`config.mk`:
```
export PLATFORM = sky130hd
export DESIGN_NAME = sem_ram
export DESIGN_NICKNAME = d
export VERILOG_FILES = /design/src/sem_ram.sv
export SDC_FILE = /design/constraint.sdc
export NUM_CORES = 1
export LEC_CHECK = 0
export BUFFER_PORTS_ARGS = -buffer_cell sky130_fd_sc_hd__buf_2
export CORE_MARGIN = 2
export CORE_UTILIZATION = 36
export DETAILED_ROUTE_END_ITERATION = 8
export SYNTH_ARGS = -nofsm -noshare
export SYNTH_HDL_FRONTEND = slang
export SYNTH_SLANG_ARGS = --single-unit
```
`constraint.sdc`:
```
create_clock -name aclk -period 3.1 [get_ports aclk]
set_input_delay 0.155 -clock aclk [delete_from_list [all_inputs] [get_ports aclk]]
set_output_delay 0.155 -clock aclk [all_outputs]
set_load 0.02 [all_outputs]
```
`src/sem_ram.sv`:
```
`timescale 1ns / 1ps
// ----------------------------------------------------------------------------
// sem_ram
// Simple dual-port synchronous RAM with a registered read port.
// ----------------------------------------------------------------------------
module sem_ram #(
    parameter int WIDTH = 8,
    parameter int DEPTH = 16
) (
    input  logic                     aclk,
    input  logic                     we,
    input  logic [$clog2(DEPTH)-1:0] waddr,
    input  logic [WIDTH-1:0]         wdata,
    input  logic                     re,
    input  logic [$clog2(DEPTH)-1:0] raddr,
    output logic [WIDTH-1:0]         rdata
);

    logic [WIDTH-1:0] mem [0:DEPTH-1];

    always_ff @(posedge aclk) begin
        if (we) begin
            mem[waddr] <= wdata;
        end
        if (re) begin
            rdata <= mem[raddr];
        end
    end

endmodule

```
* Word-level counts from Yosys, hierarchy flattened *
Memories as Yosys holds them, arrays and structs flattened. A register that Yosys moved wholly into a read port is not among the register bits.
Index checks and enable logic that the tools add are counted.

word-level totals
  bits of input ports = 19
  word-level logic and storage cells = 3
  output and inout port bits = 8
  RAM bits = 128
  memories = 1
  bits in registers = 0

memories
  memory  words  bits a word  read ports  clocked after Yosys merged registers in  write ports  line  text
  mem     16     8            1           1                                        1            19    logic [WIDTH-1:0] mem [0:DEPTH-1];

cells by class
  mux-type cells = 2

operator list
  kind               number
  1-bit two-way mux  2

* Depth between registers and ports, before layout *
Gate-level depths: netlist (run 1).

  depth after elaboration = 2
  gate-level depth with buffers = 5

* Least setup slack after synthesis (run 1) *
OpenSTA, ideal clock, no wires.

  path type = input -> register
  start = input waddr[2]
  end = memory mem[0][0], enable pin
  path buffers = 0
  setup time = 383 ps
  path slack = 1452 ps
  arrival = 1265 ps
  stages = 2
  required time = 2717 ps
  cells stage by stage = or3b_2 > nor3_1

RTL lines
  what                line  text
  start: declaration  12    input logic [$clog2(DEPTH)-1:0] waddr,
  end: declaration    19

No word-level cell before the write port.

==> results of run 1 <==
[metrics by stage]
step / hold WS, ns / cells
floorplan: 0.254 / 229
global placement: 0.545 / 434
detailed placement: 0.537 / 434
CTS: 0.102 / 466
global route: 0.103 / 466
finish: 0.118 / 466
[final cells by class]
| cell class | instances | area [sq um] |
|---|---|---|
| repair buffers | 31 | 180 |
| clock inverters | 15 | 208 |
| clock buffers | 17 | 425 |
| fillers | 1248 | 8180 |
| multi-input cells | 83 | 1060 |
| flip-flops and latches | 136 | 4080 |
| well taps | 184 | 230 |
[worst paths after layout]
check | startpoint | endpoint
worst max-delay path | raddr[0] | rdata[2]$_DFFE_PP_
worst min-delay path | re | rdata[3]$_DFFE_PP_
worst max register to register | mem[9][3]$_DFFE_PP_ | rdata[3]$_DFFE_PP_
worst min register to register | mem[14][5]$_DFFE_PP_ | rdata[5]$_DFFE_PP_
[cell families after synthesis]
kind of cell,share of synthesized area
and+or+nand+nor,0.0314
AOI/OAI and AO/OA,0.0230
DFF,0.781
buffers and inverters,0.0165
muxes,0.148
[cells in the final DEF (no fill, tap or decap), drive strengths merged]
cell type,count
bufinv,5
edfxtp,136
nand3,1
clkinvlp,2
nor3,4
nand2,9
mux4,32
nor2,13
and2b,1
and2,1
a22oi,16
clkbuf,17
or3b,1
clkinv,8
nand3b,2
nand2b,2
nor2b,1
buf,31
[worst max-delay path: stages]
cell and delay, ns:
buf_2 0.50, buf_12 0.26, mux4_1 0.55, a22oi_1 0.25, nand2_1 0.08
[per-layer routing]
metal	vias to the layer above	wire length (um)	track usage
met5	-	0	0
li1	1062	-	-
met3	10	388	0.0438
met1	1268	5030	0.202
met4	0	97	0.0436
met2	63	4980	0.219
[flip-flops by register name (all words and copies together), names as in the netlist]
signal,count
rdata,8
mem,128
[report_power, final]
group / internal, mW / total (mW) / switching, mW
logic: 0.0748 / 0.192 / 0.117
registers: 2.07 / 2.09 / 0.0127
clock network: 1.41 / 2.13 / 0.720
total: 3.56 / 4.41 / 0.850
==> metrics.cfg, run 1 <==
[sta]
fmax_ghz=0.605
hold_violations=0
tightest_slew_ns=1.02
slew_headroom=0.315
finalMaxSlewViolations=0
fin_crit_sh=0.533
setup_ws_ns=1.45
period_minus_slack_ns=1.65
report.final.setup_viol=0
finalClockSkew_ns=0.00722
fin_tns_setup_ns=0
rsz0062_at_grt=false

[grt]
grt_start_max_net_pins=33
grt_first_pass_wirelength_um=15800
antenna_found_initial=0
gr-usage-all-layers=0.144
grt_overflow=0
grt_pass1_vias=2492

[critical_path]
required_ns=3.26
cp_max_fo=18
cp-end-kind=flop
rrSetupSlack_ns=1.58
start_kind=primary input
cp_data_arrival_time_ns=1.81
r2r_cells=3
critical_path_class=in2reg

[floorplan]
io_pins=27
start_util=0.364
die_h_um=125
die_x_um=125
fp-row-count=44
fp.coreArea_sq_um=14400
die_area_sq_um=15500

[clock_tree]
htree_levels=4
clkSlewWorstSetupHoldPaths_ns=0.06
post_cts_resized=0
clk_latency_ns=0.41
cts_setup_buffers=0
ctsHoldBuffers=0
cts_buffers=17
clock-root-buffer=clkbuf_16
clock_sinks=136
cts_tree=yes
cts.path.max_buffers=2

[final_layout]
post-route-util=0.430
fin_nets=288
diodes=0
final_area_sq_um=6180
drive_gt1_frac=0.277
area_growth_pct=18.3

[logic_synthesis]
synthesis.nets=248
synth-main-ff-cell=edfxtp_1
ys_seq_elements=136
synthTopCellsByArea=edfxtp_1 (78%), mux4_2 (7.8%), mux4_1 (7.0%), a22oi_1 (2.3%), nor2_1 (0.93%)
synth_top_area_cell=edfxtp_1
yosys.area.top_type_share=0.781
ys_warn_count=0
ys_seq_area_frac=0.781
syn-cell-area_sq_um=5230
synth_edf_count=136
syn_area_per_cell_sq_um=22.8
yosysMostFrequentCell=edfxtp_1
synth_cell_types=18
synth_commonest_cells=edfxtp_1 (136), mux4_2 (18), a22oi_1 (16)
async_flop_share=0
netlist_instances=229

[detailed_routing]
drtPass1Iterations=4
viasPerCell=5.16
wl_um=10500
drc=0
post_drt_wl_per_cell_um=22.5
drtAntennaViolNets=0
drt-initial-drc-count=155
vias=2403

[place]
dpl-instance-area_sq_um=5550
place.port_buffers=26
gp_congestion=0.744
dpl.hpwl_um=6620
pre_cts_slack_ns=0.961

[flow_run]
drv_cap=0

[outcome]
status=finished, final reports clean

[worst_hold_path]
min_path_cells=1
min_path_type=in2reg

[power_and_ir_drop]
p_per_area_nw_per_um2=713
power.total_mw=4.41
ir_worst_vdd_mv=0.599
power.leakage_nw=2.04

Note: power is estimated with default switching activity, not from simulation.
==> inputs of run 2 (changes only) <==
- clock period: 3.1 -> 1.5 ns (I/O delays scaled with it)
==> run 2 against run 1 <==
Against the previous run:
- routed wire length fell by 0.51%
- final cell count rose by 3.9%
- non-clock buffer count rose by 18
- power rose by 100%
- clock-buffer cell count did not move
- hold slack got worse by 0.078 ns
- sequential power rose by 110%
- core utilization rose by 1.2 points
- global-route usage fell by 0.096 points
==> metrics.cfg, run 2 (synthesis results as in run 1) <==
[floorplan]
die_x_um=125
fp.coreArea_sq_um=14400
die_h_um=125
die_area_sq_um=15500
start_util=0.364
fp-row-count=44
io_pins=27

[sta]
rsz0062_at_grt=true
slew_headroom=0.397
hold_violations=0
tightest_slew_ns=0.903
finalClockSkew_ns=0.0121
setup_ws_ns=0.0331
period_minus_slack_ns=1.47
hold_ws_ns=0.0405
report.final.setup_viol=0
finalMaxSlewViolations=0
fmax_ghz=0.682
fin_crit_sh=0.978

[final_layout]
fin_nets=306
top_regs=mem (128), rdata (8)
multi_input_area_sq_um=1090
largest_reg_flops=128
layout.cells.non_filler=484
layout_commonest_cell=edfxtp_1
diodes=0
fillerInstances=1213
area_growth_pct=21.7
regMostFlops=mem
final_cell_mix=edfxtp_1 (136), buf_2 (26), mux4_2 (21)
regArea_sq_um=4080
drive_gt1_frac=0.367

[clock_tree]
clkSlewWorstSetupHoldPaths_ns=0.06
clock_sinks=136
cts_tree=yes
clock-root-buffer=clkbuf_16
cts.path.max_buffers=2
cts_buffers=17
htree_levels=4
clk_latency_ns=0.42

[detailed_routing]
route.met2.wl_um=4940
wl_met1_um=4810
post_drt_wl_per_cell_um=21.6
dr_wl_met3_um=571
dr.max_layer_used=met4
drc=0
viasPerCell=5.11
drtPass1Iterations=4
drt-initial-drc-count=199
drtAntennaViolNets=0
vias=2472
wl_um=10400

[grt]
grt_start_max_net_pins=20
grt_first_pass_wirelength_um=15800
gr-usage-all-layers=0.143
grt_overflow=0
grt_pass1_vias=2593
antenna_found_initial=0

[critical_path]
cp_data_arrival_time_ns=1.61
critical_path_class=reg2reg
cp-end-kind=flop
cp_max_fo=1
required_ns=1.65
start_kind=flop

[power_and_ir_drop]
ir_worst_vdd_mv=0.710
power.leakage_nw=2.14
p_per_area_nw_per_um2=1410

[place]
gp_congestion=0.729
dp_cells=452
place.port_buffers=26
pre_cts_slack_ns=-0.180
dpl.hpwl_um=6870

[outcome]
status=finished, final reports clean

[worst_hold_path]
min_path_type=in2reg

[flow_run]
drv_cap=0

## run 2: metrics by stage
| step | area [sq um] | power, mW | utilization | TNS, ns |
|---|---|---|---|---|
| 3_5_place_dp | 5730 | 4.82 | 0.399 | -0.859 |
| 5_1_grt | 6360 | 9.26 | 0.443 | -0.00264 |
| 6_report | 6360 | 8.99 | 0.443 | 0 |
| 4_1_cts | 6350 | 9.07 | 0.442 | 0 |
| 2_1_floorplan | 5230 | 4.62 | - | 0 |
| 3_3_place_gp | 5730 | 4.81 | 0.399 | -0.926 |
## run 2: critical path: stages (launching register included)
cell and delay (ns):
edfxtp_1 0.39, mux4_2 0.50, a22oi_2 0.19, nand2_1 0.11
## run 2: repair_timing
| item | in CTS | in global routing |
|---|---|---|
| setup endpoints to repair | 4 | 7 |
| hold buffers | 0 | 0 |
| pin swaps | 0 | 5 |
| gates resized for setup | 5 | 5 |
| setup buffers | 0 | 0 |
## run 2: path summary, 6_finish.rpt
path | start | to | slack (ns) | cells after the start
worst min register to register | mem[14][6]$_DFFE_PP_ | rdata[6]$_DFFE_PP_ | 0.74 | 3
worst min-delay path | re | rdata[7]$_DFFE_PP_ | 0.04 | 1
worst max-delay path | mem[0][2]$_DFFE_PP_ | rdata[2]$_DFFE_PP_ | 0.03 | 3
worst max register to register | mem[0][2]$_DFFE_PP_ | rdata[2]$_DFFE_PP_ | 0.03 | 3
## run 2: routing by layer
metal | up-vias | track usage
met5 | - | 0
met4 | 0 | 0.0522
met3 | 10 | 0.0490
met2 | 70 | 0.211
met1 | 1297 | 0.199
li1 | 1095 | -
## run 2: cell type report
cell class,instances,share of cell area
clock buffers,17,0.0669
flip-flops and latches,136,0.642
repair buffers,49,0.0555
well taps,184,0.0362
clock inverters,15,0.0287
multi-input cells,83,0.171
## run 2: where the power goes
part           switching [mW]  internal (mW)  leakage (nW)  total (mW)
clock                    1.49           2.75         0.300        4.24
combinational           0.257          0.187         0.603       0.444
sequential             0.0236           4.28          1.24        4.31
==> inputs of run 3 (changes only) <==
- PLACE_DENSITY: not set -> 0.55
==> run 3 against run 2 <==
Against the previous run:
- sequential cell count did not move
- critical path depth did not move
- register-to-register slack improved by 0.03 ns
- largest power group unchanged
- routed wire length fell by 1.9%
- critical path type unchanged
- combinational power rose by 1%
- clock-buffer cell count rose by 3
==> metrics.cfg, run 3 (synthesis results as in run 1) <==
[critical_path]
path_buf_inv=0
crit_path_cell_trace=mux4_1, a22oi_1, nand2_1
required_ns=1.65
crit_path_top_delay_cell=mux4_1
r2r_start=mem[1][5]$_DFFE_PP_
cp_data_arrival_time_ns=1.59
critical_path_class=reg2reg
cp_top_family=multiplexers
cp-end-kind=flop
cp_max_fo=1
max_stage_delay_ns=0.50
start_kind=flop
startpoint=mem[1][5]$_DFFE_PP_

[sta]
finalClockSkew_ns=0.00375
tightest_slew_ns=0.712
rsz0062_at_grt=false
slew_headroom=0.523
setup_ws_ns=0.0643
finalMaxSlewViolations=0
fin_crit_sh=0.957
hold_violations=0
period_minus_slack_ns=1.44
report.final.setup_viol=0
fmax_ghz=0.697

[grt]
top_usage_layer=met2
gr-usage-met2=0.228
grt_overflow=0
grt_pass1_vias=2596
met3_usage=0.0438
antenna_found_initial=0
grt_start_max_net_pins=17
gr-usage-all-layers=0.144
grt_first_pass_wirelength_um=16000
grt_util_met1=0.186

[final_layout]
multi_input_area_sq_um=1090
final_cell_mix=edfxtp_1 (136), buf_2 (26), buf_4 (20)
final_area_sq_um=6260
diodes=0
regArea_sq_um=4080
layout_commonest_cell=edfxtp_1
fin_nets=308
regMostFlops=mem
fillerInstances=1231
drive_gt1_frac=0.329
area_growth_pct=19.7
top_regs=mem (128), rdata (8)
largest_reg_flops=128

[detailed_routing]
post_drt_wl_per_cell_um=21.3
vias=2445
drtPass1Iterations=4
drtAntennaViolNets=0
drc=0
wl_um=10200
viasPerCell=5.07
drt-initial-drc-count=300

[floorplan]
start_util=0.364
io_pins=27
die_x_um=125
die_area_sq_um=15500
fp.coreArea_sq_um=14400
fp-row-count=44
die_h_um=125

[power_and_ir_drop]
p_per_area_nw_per_um2=1300
ir_worst_vdd_mv=0.810
power.leakage_nw=2.09

[clock_tree]
cts_tree=yes
cts.path.max_buffers=2
cts_buffers=17
clkSlewWorstSetupHoldPaths_ns=0.05
clock_sinks=136
clock-root-buffer=clkbuf_16
htree_levels=4
ctsHoldBuffers=0
clk_latency_ns=0.40

[worst_hold_path]
min_path_type=in2reg
hp-start=re

[flow_run]
drv_cap=0

[place]
gp_congestion=0.743
place.port_buffers=26
dpl-instance-area_sq_um=5760
dpl.hpwl_um=6930
pre_cts_slack_ns=-0.195

[outcome]
status=finished, final reports clean

run 3: cell types whose count changed in the layout (fill, tap and decap cells not counted), sizes merged:
cell | before | now
clkinvlp | 2 | 1
bufinv | 4 | 0
buf | 49 | 51
inv | 1 | 0
clkinv | 8 | 7
clkbuf | 17 | 20
run 3: worst paths after layout:
path	endpoint	slack, ns	cells after the start
setup reg to reg	rdata[5]$_DFFE_PP_	0.06	3
hold / removal	rdata[4]$_DFFE_PP_	0.05	1
setup / recovery	rdata[5]$_DFFE_PP_	0.06	3
hold reg to reg	rdata[4]$_DFFE_PP_	0.73	3
run 3: stage by stage:
| stage | hold slack, ns | util | cells | setup TNS (ns) | total power [mW] |
|---|---|---|---|---|---|
| 6_report | 0.0507 | 0.435 | 482 | 0 | 8.13 |
| 2_1_floorplan | 0.174 | - | 229 | 0 | 4.62 |
| 3_5_place_dp | 0.469 | 0.401 | 454 | -0.964 | 4.83 |
| 4_1_cts | 0.0379 | 0.434 | 482 | 0 | 8.21 |
| 3_3_place_gp | 0.469 | 0.401 | 454 | -0.789 | 4.82 |
| 5_1_grt | 0.0359 | 0.435 | 482 | 0 | 8.44 |
run 3: per-layer routing:
layer,vias to the layer above,wire [um],share of wire
met5,-,0,0
met4,0,171,0.017
met3,11,537,0.052
met2,60,5100,0.50
met1,1275,4430,0.43
li1,1099,-,-
run 3: repair_timing:
action	in CTS	in global routing
buffers inserted	0	0
gates resized for setup	1	6
pin swaps	0	2
endpoints found under the setup margin	1	5
run 3: layout make-up:
cell class | instances | area share
sequential | 136 | 0.653
multi-input combinational | 83 | 0.174
clock buffer | 20 | 0.0698
timing repair buffer | 51 | 0.0608
tap | 184 | 0.0368
clock inverter | 8 | 0.00580
run 3: where the power goes:
group	leakage (nW)	switching, mW	internal (mW)	total (mW)
clock network	0.229	1.34	2.03	3.37
registers	1.24	0.0221	4.29	4.31
logic	0.625	0.257	0.194	0.450
