[src/sem_pkg.sv]
`timescale 1ns / 1ps
// ----------------------------------------------------------------------------
// sem_pkg
// Types and constants shared by the Sobel edge magnitude stream.
// ----------------------------------------------------------------------------
package sem_pkg;

    localparam int MAX_LINE_WIDTH = 1024;
    localparam int COL_W          = $clog2(MAX_LINE_WIDTH);
    localparam int FW_W           = 11;
    localparam int FH_W           = 16;
    localparam int CMP_W          = (FW_W > COL_W + 1) ? FW_W : COL_W + 1;
    localparam int ROW_W          = 16;
    localparam int LUMA_W         = 18;
    localparam int ALPHA_W        = 8;
    localparam int ENTRY_W        = LUMA_W + ALPHA_W;
    localparam int GRAD_W         = 22;
    localparam int SQ_W           = 44;
    localparam int ROOT_W         = SQ_W / 2;
    localparam int SQRT_STEPS     = SQ_W / 2;
    localparam int STEP_W         = $clog2(SQRT_STEPS);
    localparam int CFG_IDX_W      = 8;
    localparam int CFG_DATA_W     = 16;

    localparam logic [CFG_IDX_W-1:0] REG_FRAME_WIDTH  = 8'd0;
    localparam logic [CFG_IDX_W-1:0] REG_FRAME_HEIGHT = 8'd1;

    localparam logic [FW_W-1:0] FRAME_WIDTH_RESET  = 11'd640;
    localparam logic [FH_W-1:0] FRAME_HEIGHT_RESET = 16'd480;

    // Squared gradient at or above 254500^2 rounds to 255 or more.
    localparam logic [SQ_W-1:0] SAT_LIMIT = 44'd64770250000;
    localparam logic [7:0]      EDGE_MAX  = 8'd255;

    // Division by 1000 through a reciprocal slightly below 1/1000.
    localparam int              RECIP_SHIFT = 20;
    localparam logic [10:0]     RECIP_MULT  = 11'd1048;
    localparam logic [9:0]      DIVISOR     = 10'd1000;
    localparam logic [9:0]      ROUND_HALF  = 10'd500;

    typedef struct packed {
        logic [7:0] red;
        logic [7:0] green;
        logic [7:0] blue;
        logic [7:0] alpha;
    } pixel_t;

    typedef struct packed {
        logic [9:0]  out_col;
        logic [15:0] out_row;
        logic [7:0]  edge_value;
        logic [7:0]  out_alpha;
        logic        last_of_run;
    } edge_t;

    typedef struct packed {
        logic            start;
        logic [SQ_W-1:0] value;
    } sqrt_req_t;

    typedef struct packed {
        logic              done;
        logic              busy;
        logic [ROOT_W-1:0] root;
    } sqrt_rsp_t;

endpackage

[src/sem_isqrt.sv]
`timescale 1ns / 1ps
// ----------------------------------------------------------------------------
// sem_isqrt
// Iterative integer square root, one result bit per cycle.
// ----------------------------------------------------------------------------
module sem_isqrt
    import sem_pkg::*;
(
    input  logic      aclk,
    input  logic      aresetn,
    input  sqrt_req_t req,
    output sqrt_rsp_t rsp
);

    logic [SQ_W-1:0]   rem_reg, res_reg, bit_reg;
    logic [STEP_W-1:0] cnt_reg;
    logic              busy_reg, done_reg;
    logic [SQ_W-1:0]   trial;

    assign trial = res_reg + bit_reg;

    always_ff @(posedge aclk) begin
        if (!aresetn) begin
            busy_reg <= 1'b0;
            done_reg <= 1'b0;
        end else begin
            done_reg <= 1'b0;
            if (req.start) begin
                busy_reg <= 1'b1;
                rem_reg  <= req.value;
                res_reg  <= '0;
                bit_reg  <= {2'b01, {(SQ_W-2){1'b0}}};
                cnt_reg  <= STEP_W'(SQRT_STEPS - 1);
            end else if (busy_reg) begin
                if (rem_reg >= trial) begin
                    rem_reg <= rem_reg - trial;
                    res_reg <= (res_reg >> 1) + bit_reg;
                end else begin
                    res_reg <= res_reg >> 1;
                end
                bit_reg <= bit_reg >> 2;
                cnt_reg <= cnt_reg - 1'b1;
                if (cnt_reg == '0) begin
                    busy_reg <= 1'b0;
                    done_reg <= 1'b1;
                end
            end
        end
    end

    assign rsp.done = done_reg;
    assign rsp.busy = busy_reg;
    assign rsp.root = res_reg[ROOT_W-1:0];

endmodule
[config.mk]
export PLATFORM = sky130hd
export DESIGN_NAME = sem_isqrt
export DESIGN_NICKNAME = d
export VERILOG_FILES = /design/src/sem_pkg.sv /design/src/sem_isqrt.sv
export SDC_FILE = /design/constraint.sdc
export NUM_CORES = 1
export LEC_CHECK = 0
export ABC_AREA = 1
export BUFFER_PORTS_ARGS = -buffer_cell sky130_fd_sc_hd__clkbuf_2
export CELL_PAD_IN_SITES_DETAIL_PLACEMENT = 1
export CELL_PAD_IN_SITES_GLOBAL_PLACEMENT = 2
export CORE_AREA = 5 5 215 217
export DETAILED_ROUTE_END_ITERATION = 10
export DIE_AREA = 0 0 220 222
export PLACE_DENSITY_LB_ADDON = 0.1
export RECOVER_POWER = 100
export SYNTH_ARGS = -nofsm -noshare
export SYNTH_HDL_FRONTEND = slang
export SYNTH_SLANG_ARGS = --single-unit
[constraint.sdc]
create_clock -name aclk -period 5.76 [get_ports aclk]
set_clock_uncertainty 0.15 [all_clocks]
set_input_delay 0.288 -clock aclk [delete_from_list [all_inputs] [get_ports aclk]]
set_output_delay 0.288 -clock aclk [all_outputs]
set_load 0.01 [all_outputs]
==> Word-level counts from Yosys, hierarchy flattened <==
Cells that the tools add are included.
{ "totals": {"register_bits": 117, "word_cells": 30, "out_inout_bits": 24} }
{ "classes": {"add_sub_neg": 4, "mux": 11, "reduce_logical": 6, "n_lt_le_gt_ge": 1, "bitwise": 2} }
{ "ops": {"columns": ["cell", "n"], "rows": [
  ["$mux 44", 5],
  ["$add 43x43->44", 1],
  ["$add 44x43->44", 1],
  ["$ge 44x44->1", 1],
  ["$sub 44x44->44", 1],
  ["$mux 43", 1],
  ["$logic_not 5->1", 1],
  ["$mux 5", 1],
  ["$sub 5x1->5 const B", 1],
  ["$mux 1", 4],
  ["$reduce_bool 2->1", 2],
  ["$reduce_and 3->1", 1],
  ["$reduce_or 3->1", 1],
  ["$not 1->1", 2],
  ["$reduce_and 2->1", 1]
]} }

==> Depth between registers and ports, before layout <==
Gate-level depths: netlist (run 1).
{ "depth": {"depth_word": 5, "mapped_depth": 26, "mapped_depth_nobuf": 26} }

==> Worst setup path after synthesis (run 1) <==
OpenSTA, ideal clock, no wires.
{ "synth_timing": {"path_kind": "input to register", "from": "input req[44] in the netlist's numbering", "to": "register rem_reg[0], enable pin", "arrival_time_ns": 5.662, "stages": 6, "setup_ns": 0.399, "required_time_ns": 5.211, "slack_ns": -0.451, "path_cell_list": "clkbuf_1 > inv_1 > clkbuf_1 > a21oi_1 > o21ai_0 > inv_1"} }
{ "synth_via": {"elab_chain_len": 2, "elab_cells_between_ends": 3, "cone_classes": "3 x reduce/logical"} }
{ "synth_lines": {"columns": ["element", "line_no", "text"], "rows": [
  ["from (decl)", "sem_isqrt.sv:11", "input sqrt_req_t req,"],
  ["$reduce_bool 2->1 (no line)", null, null],
  ["$reduce_and 3->1 (no line) (*)", null, null],
  ["to (signal assigned)", "sem_isqrt.sv:30", "rem_reg <= req.value;"],
  ["to (signal assigned)", "sem_isqrt.sv:36", "rem_reg <= rem_reg - trial;"],
  ["to (decl)", "sem_isqrt.sv:15", "logic [SQ_W-1:0] rem_reg, res_reg, bit_reg;"]
]} }
Every way passes the cells marked *; elsewhere a longest branch is shown, timed or not.
A chain may end at the register's enable or synchronous reset.

==> Final worst setup path (run 1) <==
{ "layout_timing": {"from": "register res_reg[6]", "to": "register rem_reg[9], enable pin"} }
{ "layout_via": {"elab_chain_len": 4} }
{ "layout_lines": {"columns": ["element", "line_no", "text"], "rows": [
  ["from (decl)", "sem_isqrt.sv:15", null],
  ["from (signal assigned)", "sem_isqrt.sv:37", "res_reg <= (res_reg >> 1) + bit_reg;"],
  ["from (signal assigned)", "sem_isqrt.sv:39", "res_reg <= res_reg >> 1;"],
  ["$add 44x43->44", "sem_isqrt.sv:20", "assign trial = res_reg + bit_reg;"],
  ["$ge 44x44->1", "sem_isqrt.sv:35", "if (rem_reg >= trial) begin"],
  ["$reduce_bool 2->1 (no line)", null, null],
  ["$reduce_and 3->1 (no line)", null, null]
]} }
Every way passes these cells.

==> impl_metrics.env, run 1 <==
export IMPL_coreArea_mm2=0.0439
export IMPL_wl_per_cell_um=19.3
export IMPL_post_route_period_util_pct=90.4
export IMPL_synthFlopType="edfxtp_1"
export IMPL_ys_warn_count=0
export IMPL_synth_edff_count=115
export IMPL_clk_pin_slew_ns=0.06
export IMPL_track_usage_pct=22.8
export IMPL_ff2ff_setup_slack_ns=0.55
export IMPL_gp_congestion=0.885
export IMPL_powerDensity_mw_per_mm2=294
export IMPL_wirelength_um=55600
export IMPL_die_x_um=220
export IMPL_setup_viol=0
export IMPL_first_global_vias=14900
export IMPL_synth_top_family_by_area="simple AND/OR/NAND/NOR gates"
export IMPL_grt_overflow_total=0
export IMPL_yosys_area_share_xor_xnor_pct=4.28
export IMPL_drt_pass1_iterations=5
export IMPL_r2r_end="rem_reg[9]$_DFFE_PP_"
export IMPL_io_buffer_count=70
export IMPL_required_ns=5.80
export IMPL_n_antenna_cell=0
export IMPL_fmax_mhz=192
export IMPL_register_area_mm2=0.00349
export IMPL_ys_ff_latch=117
export IMPL_via_per_inst=4.97
export IMPL_synthSimpleGateAreaFrac_pct=41.6
export IMPL_post_cts_buffers=0
export IMPL_intPower_mw=2.41
export IMPL_multi_input_area_mm2=0.00842
export IMPL_die_height_um=222
export IMPL_slew_violations=71
export IMPL_synth_fa_ha_area_share_pct=8.67
export IMPL_dr_first_iter_drc_count=598
export IMPL_crit_path_end="rem_reg[9]$_DFFE_PP_"
export IMPL_clock_sinks=117
export IMPL_synth_nets=2336
export IMPL_hold_path_class="input pin to register"
export IMPL_cts_made_buffers=17
export IMPL_synthMostInstantiatedCell="nand2_1"
export IMPL_synth_mux_area_share_pct=0
export IMPL_clock_latency_ns=0.49
export IMPL_worstMarginPinSlew_ns=1.96
export IMPL_hold_slack_ns=0.0801
export IMPL_hpwl_um=45500
export IMPL_n_fill_cell=5784
export IMPL_grt_max_degree=83
export IMPL_synth_area_mm2=0.0135
export IMPL_violations="capacitance limit, slew limit"
export IMPL_synth_area_leader_cell="edfxtp_1"
export IMPL_worst_setup_path_type="register to register"
export IMPL_synth_cell_types=40
export IMPL_yosys_top_cells_area="edfxtp_1 26%, nand2_1 22%, inv_1 8.8%"
export IMPL_drc_errors=0
export IMPL_cap_violations=2
export IMPL_peakVddDrop_uv=212
export IMPL_leakage_nw=7.53
export IMPL_die_area_mm2=0.0488
export IMPL_cp_start_kind="register"
export IMPL_synth_cells=2196
export IMPL_ys_seq_area_share_pct=25.9
export IMPL_status="finished with violations"
export IMPL_layout_drive_gt1_share_pct=5.20
export IMPL_whs_path_depth=3
export IMPL_ant_nets=0
export IMPL_syn2layout_area_growth_pct=13.2
export IMPL_post_synth_cell_area_avg_um2=6.15
export IMPL_cts_tree="yes"
export IMPL_async_flop_share_pct=0
export IMPL_max_slew_margin_pct=-31.2
export IMPL_synth_top_cell_area_share_pct=25.6
export IMPL_endpoint_kind="register"
export IMPL_finalHoldViolations=0
export IMPL_ios=71
export IMPL_rows=77
export IMPL_initial_utilization_pct=30.8
export IMPL_synth_compound_area_share_pct=7.74
export IMPL_cts_buffer_depth=2
export IMPL_seqPwrFrac_pct=26.7
export IMPL_reg2reg_depth=24
export IMPL_setup_tns_ns=0
export IMPL_fin_nets=2416
export IMPL_path_max_fanout=19
export IMPL_rsz0062_at_grt="no"
export IMPL_arrival_ns=5.25
export IMPL_ys_top_cells_by_count="795 x nand2_1, 315 x inv_1, 216 x nor2_1"
export IMPL_vias=14300
export IMPL_grt_pass1_wl_um=84500
export IMPL_switchingPower_mw=2.10
export IMPL_p_clk_share_pct=23.6
export IMPL_cts_root_buffer="clkbuf_16"
export IMPL_startpoint="res_reg[6]$_SDFFCE_PP0P_"
export IMPL_antenna_found_initial=0
export IMPL_switching_share_pct=46.6
export IMPL_period_needed_ns=5.21
export IMPL_cts_htree_levels=4
export IMPL_comb_power_share_pct=49.7
export IMPL_rr_startpoint="res_reg[6]$_SDFFCE_PP0P_"
-- per-layer routing --
layer  vias up  GRT usage [%]  part of all wire (%)
met1      6835           29.1                    46
met3        79           3.24                   2.4
li1       7208              -                     -
met2       203           39.0                    48
met5         -              0                     0
met4         0           8.40                   3.5
-- layout make-up --
type	instances	share of cell area, %
sequential	117	22.8
tap	592	4.84
clock buffer	19	2.90
multi-input combinational	1691	55.1
timing repair buffer	132	5.85
clock inverter	13	0.720
inverter	317	7.79
-- metrics by stage --
stage	instances	setup WS [ns]	total power [mW]	cell area (µm²)	utilization [%]
after global placement	2805	0.777	3.42	14400	32.7
final	2881	0.551	4.50	15300	34.8
after detailed placement	2805	0.637	3.45	14400	32.7
after global routing	2881	0.151	4.87	15300	34.8
after CTS	2881	0.639	4.57	15400	35.0
after floorplan	2196	1.08	2.75	13500	-
-- how the worst min path moves through the flow --
stage                             start                   endpoint
finish                          req[42]      rem_reg[42]$_DFFE_PP_
global route                    req[42]      rem_reg[42]$_DFFE_PP_
CTS                             req[42]      rem_reg[42]$_DFFE_PP_
detailed placement  busy_reg$_SDFF_PN0_        done_reg$_SDFF_PP0_
global placement    busy_reg$_SDFF_PN0_        done_reg$_SDFF_PP0_
floorplan                       req[44]  bit_reg[42]$_SDFFCE_PP1P_
-- what timing repair did --
| item | CTS | global route |
|---|---|---|
| gates resized for setup | 0 | 0 |
| endpoints found under the hold margin | 44 | 0 |
| hold buffers | 44 | 0 |
-- cells in the final DEF (no fill, tap or decap), drive strengths merged --
master / n
buf: 8
edfxtp: 115
a31oi: 7
clkinvlp: 5
a22oi: 1
nand2: 802
o21bai: 11
bufinv: 1
clkinv: 7
xnor2: 31
nand3: 196
fa: 1
a21o: 3
inv: 317
xor2: 35
dfxtp: 2
a21boi: 1
a21oi: 86
nand3b: 16
clkbuf: 99
o21ai: 82
o21a: 5
ha: 92
nor4: 5
nor3: 16
nor2b: 1
nand4: 66
and2: 3
nor2: 221
dlygate4sd3: 44
or2: 10
-- critical path, stage by stage (launching register included) --
cell and delay [ns]:
edfxtp_1 0.32, clkbuf_1 0.41, ha_1 0.37, nand2_1 0.14, o21ai_1 0.10, inv_1 0.06, nand2_1 0.16, a21oi_1 0.49
o21ai_1 0.21, nand2_1 0.13, nand2_1 0.06, nand2_1 0.06, nand2_1 0.11, ha_1 0.41, nand2_1 0.14, nor2_1 0.23
nand2_1 0.15, nor2_1 0.15, nand3_1 0.10, nand3_1 0.13, nor2_4 0.07, nand2_8 0.07, o21ai_0 0.08, inv_2 0.37
buf_12 0.22
-- power by group through the flow --
| stage | registers [mW] | clock network [mW] | logic (mW) |
|---|---|---|---|
| floorplan | 1.16 | 0 | 1.59 |
| global route | 1.22 | 1.13 | 2.52 |
| CTS | 1.20 | 1.10 | 2.27 |
| global placement | 1.22 | 0 | 2.20 |
| finish | 1.20 | 1.06 | 2.24 |
| detailed placement | 1.22 | 0 | 2.24 |
-- cells by family after synthesis --
group / Yosys count
AO/OA/AOI/OAI: 196
AND/OR/NAND/NOR: 1336
flip-flops: 117
XOR/XNOR: 66
adder cells (fa/ha/maj): 93
buffers and inverters: 388
No activity file was read; power rests on OpenSTA's default activity.
==> run 2, diff against run 1 <==
RECOVER_POWER = 25   (was 100)
==> impl_metrics.env, run 2 (same netlist as run 1, synthesis figures left out) <==
export IMPL_pre_cts_slack_ns=0.637
export IMPL_path_max_fanout=19
export IMPL_io_buffer_count=70
export IMPL_hold_path_class="input pin to register"
export IMPL_grt_overflow_total=0
export IMPL_die_area_mm2=0.0488
export IMPL_first_global_vias=14900
export IMPL_p_clk_share_pct=23.6
export IMPL_cp_start_kind="register"
export IMPL_grt_pass1_wl_um=84500
export IMPL_comb_power_share_pct=49.7
export IMPL_powerDensity_mw_per_mm2=294
export IMPL_worst_slack_ns=0.562
export IMPL_drt_pass1_iterations=5
export IMPL_intPower_mw=2.41
export IMPL_max_slew_margin_pct=-32.0
export IMPL_critPathBufInv=4
export IMPL_cts_htree_levels=4
export IMPL_ios=71
export IMPL_layoutNonFillerInstCount=2881
export IMPL_post_route_period_util_pct=90.2
export IMPL_slew_violations=71
export IMPL_required_ns=5.80
export IMPL_grt_max_degree=83
export IMPL_most_common_layout_cells="795 x nand2_1, 313 x inv_1, 216 x nor2_1"
export IMPL_initial_utilization_pct=30.8
export IMPL_ant_nets=0
export IMPL_worst_path_max_delay_cell="a21oi_1"
export IMPL_track_usage_pct=22.8
export IMPL_syn2layout_area_growth_pct=13.3
export IMPL_switching_share_pct=46.6
export IMPL_cpMostUsedCell="nand2_1"
export IMPL_setup_viol=0
export IMPL_fin_nets=2416
export IMPL_drc_errors=0
export IMPL_period_needed_ns=5.20
export IMPL_hp_start="req[42]"
export IMPL_rsz0062_at_grt="no"
export IMPL_register_area_mm2=0.00349
export IMPL_peakVddDrop_uv=212
export IMPL_status="finished with violations"
export IMPL_die_x_um=220
export IMPL_coreArea_mm2=0.0439
export IMPL_setup_tns_ns=0
export IMPL_n_fill_cell=5785
export IMPL_arrival_ns=5.24
export IMPL_antenna_found_initial=0
export IMPL_seqPwrFrac_pct=26.7
export IMPL_slowest_delay_ns=0.49
export IMPL_cts_buffer_depth=2
export IMPL_cts_root_buffer="clkbuf_16"
export IMPL_wl_per_cell_um=19.3
export IMPL_hpwl_um=45500
export IMPL_vias=14300
export IMPL_hold_slack_ns=0.0801
export IMPL_placed_cells=2805
export IMPL_clock_sinks=117
export IMPL_cts_tree="yes"
export IMPL_layout_commonest_cell="nand2_1"
export IMPL_n_antenna_cell=0
export IMPL_worst_setup_path_type="register to register"
export IMPL_leakage_nw=7.53
export IMPL_dr_first_iter_drc_count=597
export IMPL_startpoint="res_reg[6]$_SDFFCE_PP0P_"
export IMPL_worstMarginPinSlew_ns=1.97
export IMPL_cap_violations=2
export IMPL_die_height_um=222
export IMPL_multi_input_area_mm2=0.00843
export IMPL_fmax_mhz=192
export IMPL_endpoint_kind="register"
export IMPL_gp_congestion=0.885
export IMPL_finalHoldViolations=0
export IMPL_layout_drive_gt1_share_pct=5.29
export IMPL_ff2ff_setup_slack_ns=0.56
export IMPL_switchingPower_mw=2.10
export IMPL_cp_cell_sequence="clkbuf_1, ha_1, nand2_1, o21ai_1, inv_1, nand2_1, a21oi_1, o21ai_1, nand2_1, nand2_1, nand2_1, nand2_1, ha_1, nand2_1, nor2_1, nand2_1, nor2_1, nand3_1, nand3_1, nor2_4, nand2_8, o21ai_0, inv_2, buf_12"
export IMPL_violations="capacitance limit, slew limit"
export IMPL_rows=77
export IMPL_crit_family="simple AND/OR/NAND/NOR gates"
export IMPL_cts_made_buffers=17
export IMPL_clock_latency_ns=0.49
export IMPL_wirelength_um=55600
export IMPL_via_per_inst=4.97
export IMPL_rr_startpoint="res_reg[6]$_SDFFCE_PP0P_"
export IMPL_clk_pin_slew_ns=0.06
==> run 2: repair_timing <==
action,CTS,global route
endpoints found under the hold margin,44,0
buffers inserted,0,0
hold buffers,44,0
gates resized for setup,0,0
==> run 2: final timing paths <==
path	to	cells past startpoint
setup / recovery	rem_reg[9]$_DFFE_PP_	24
hold / removal	rem_reg[42]$_DFFE_PP_	3
setup reg to reg	rem_reg[9]$_DFFE_PP_	24
hold reg to reg	done_reg$_SDFF_PP0_	2
==> run 2: tightest hold or removal path, cell delays in order <==
cell	delay [ns]
clkbuf_2	0.08
nand2_1	0.09
nand2_1	0.13
==> run 2: per-stage QoR <==
stage / utilization, % / area [µm²] / power, mW
floorplan: - / 13500 / 2.75
global placement: 32.7 / 14400 / 3.42
detailed placement: 32.7 / 14400 / 3.45
CTS: 35.0 / 15400 / 4.57
global route: 34.8 / 15300 / 4.87
finish: 34.8 / 15300 / 4.51
==> run 2: power groups by stage <==
stage                     clock (mW)  sequential (mW)  combinational [mW]
final                           1.06             1.20                2.24
after global routing            1.13             1.22                2.52
after CTS                       1.10             1.20                2.27
after detailed placement           0             1.22                2.24
after global placement             0             1.22                2.20
after floorplan                    0             1.16                1.59
==> run 2: metal layers <==
metal	track usage, %	vias to the layer above	part of all wire, %
met4	8.40	0	3.5
met1	29.1	6834	46
met3	3.24	77	2.4
met2	39.0	201	48
li1	-	7211	-
met5	0	-	0
==> run 2: layout make-up <==
cell class / count / area share (%)
clock buffers: 19 / 2.89
clock inverters: 13 / 0.719
inverters: 317 / 7.78
multi-input cells: 1691 / 55.1
flip-flops and latches: 117 / 22.8
well taps: 592 / 4.84
repair buffers: 132 / 5.86
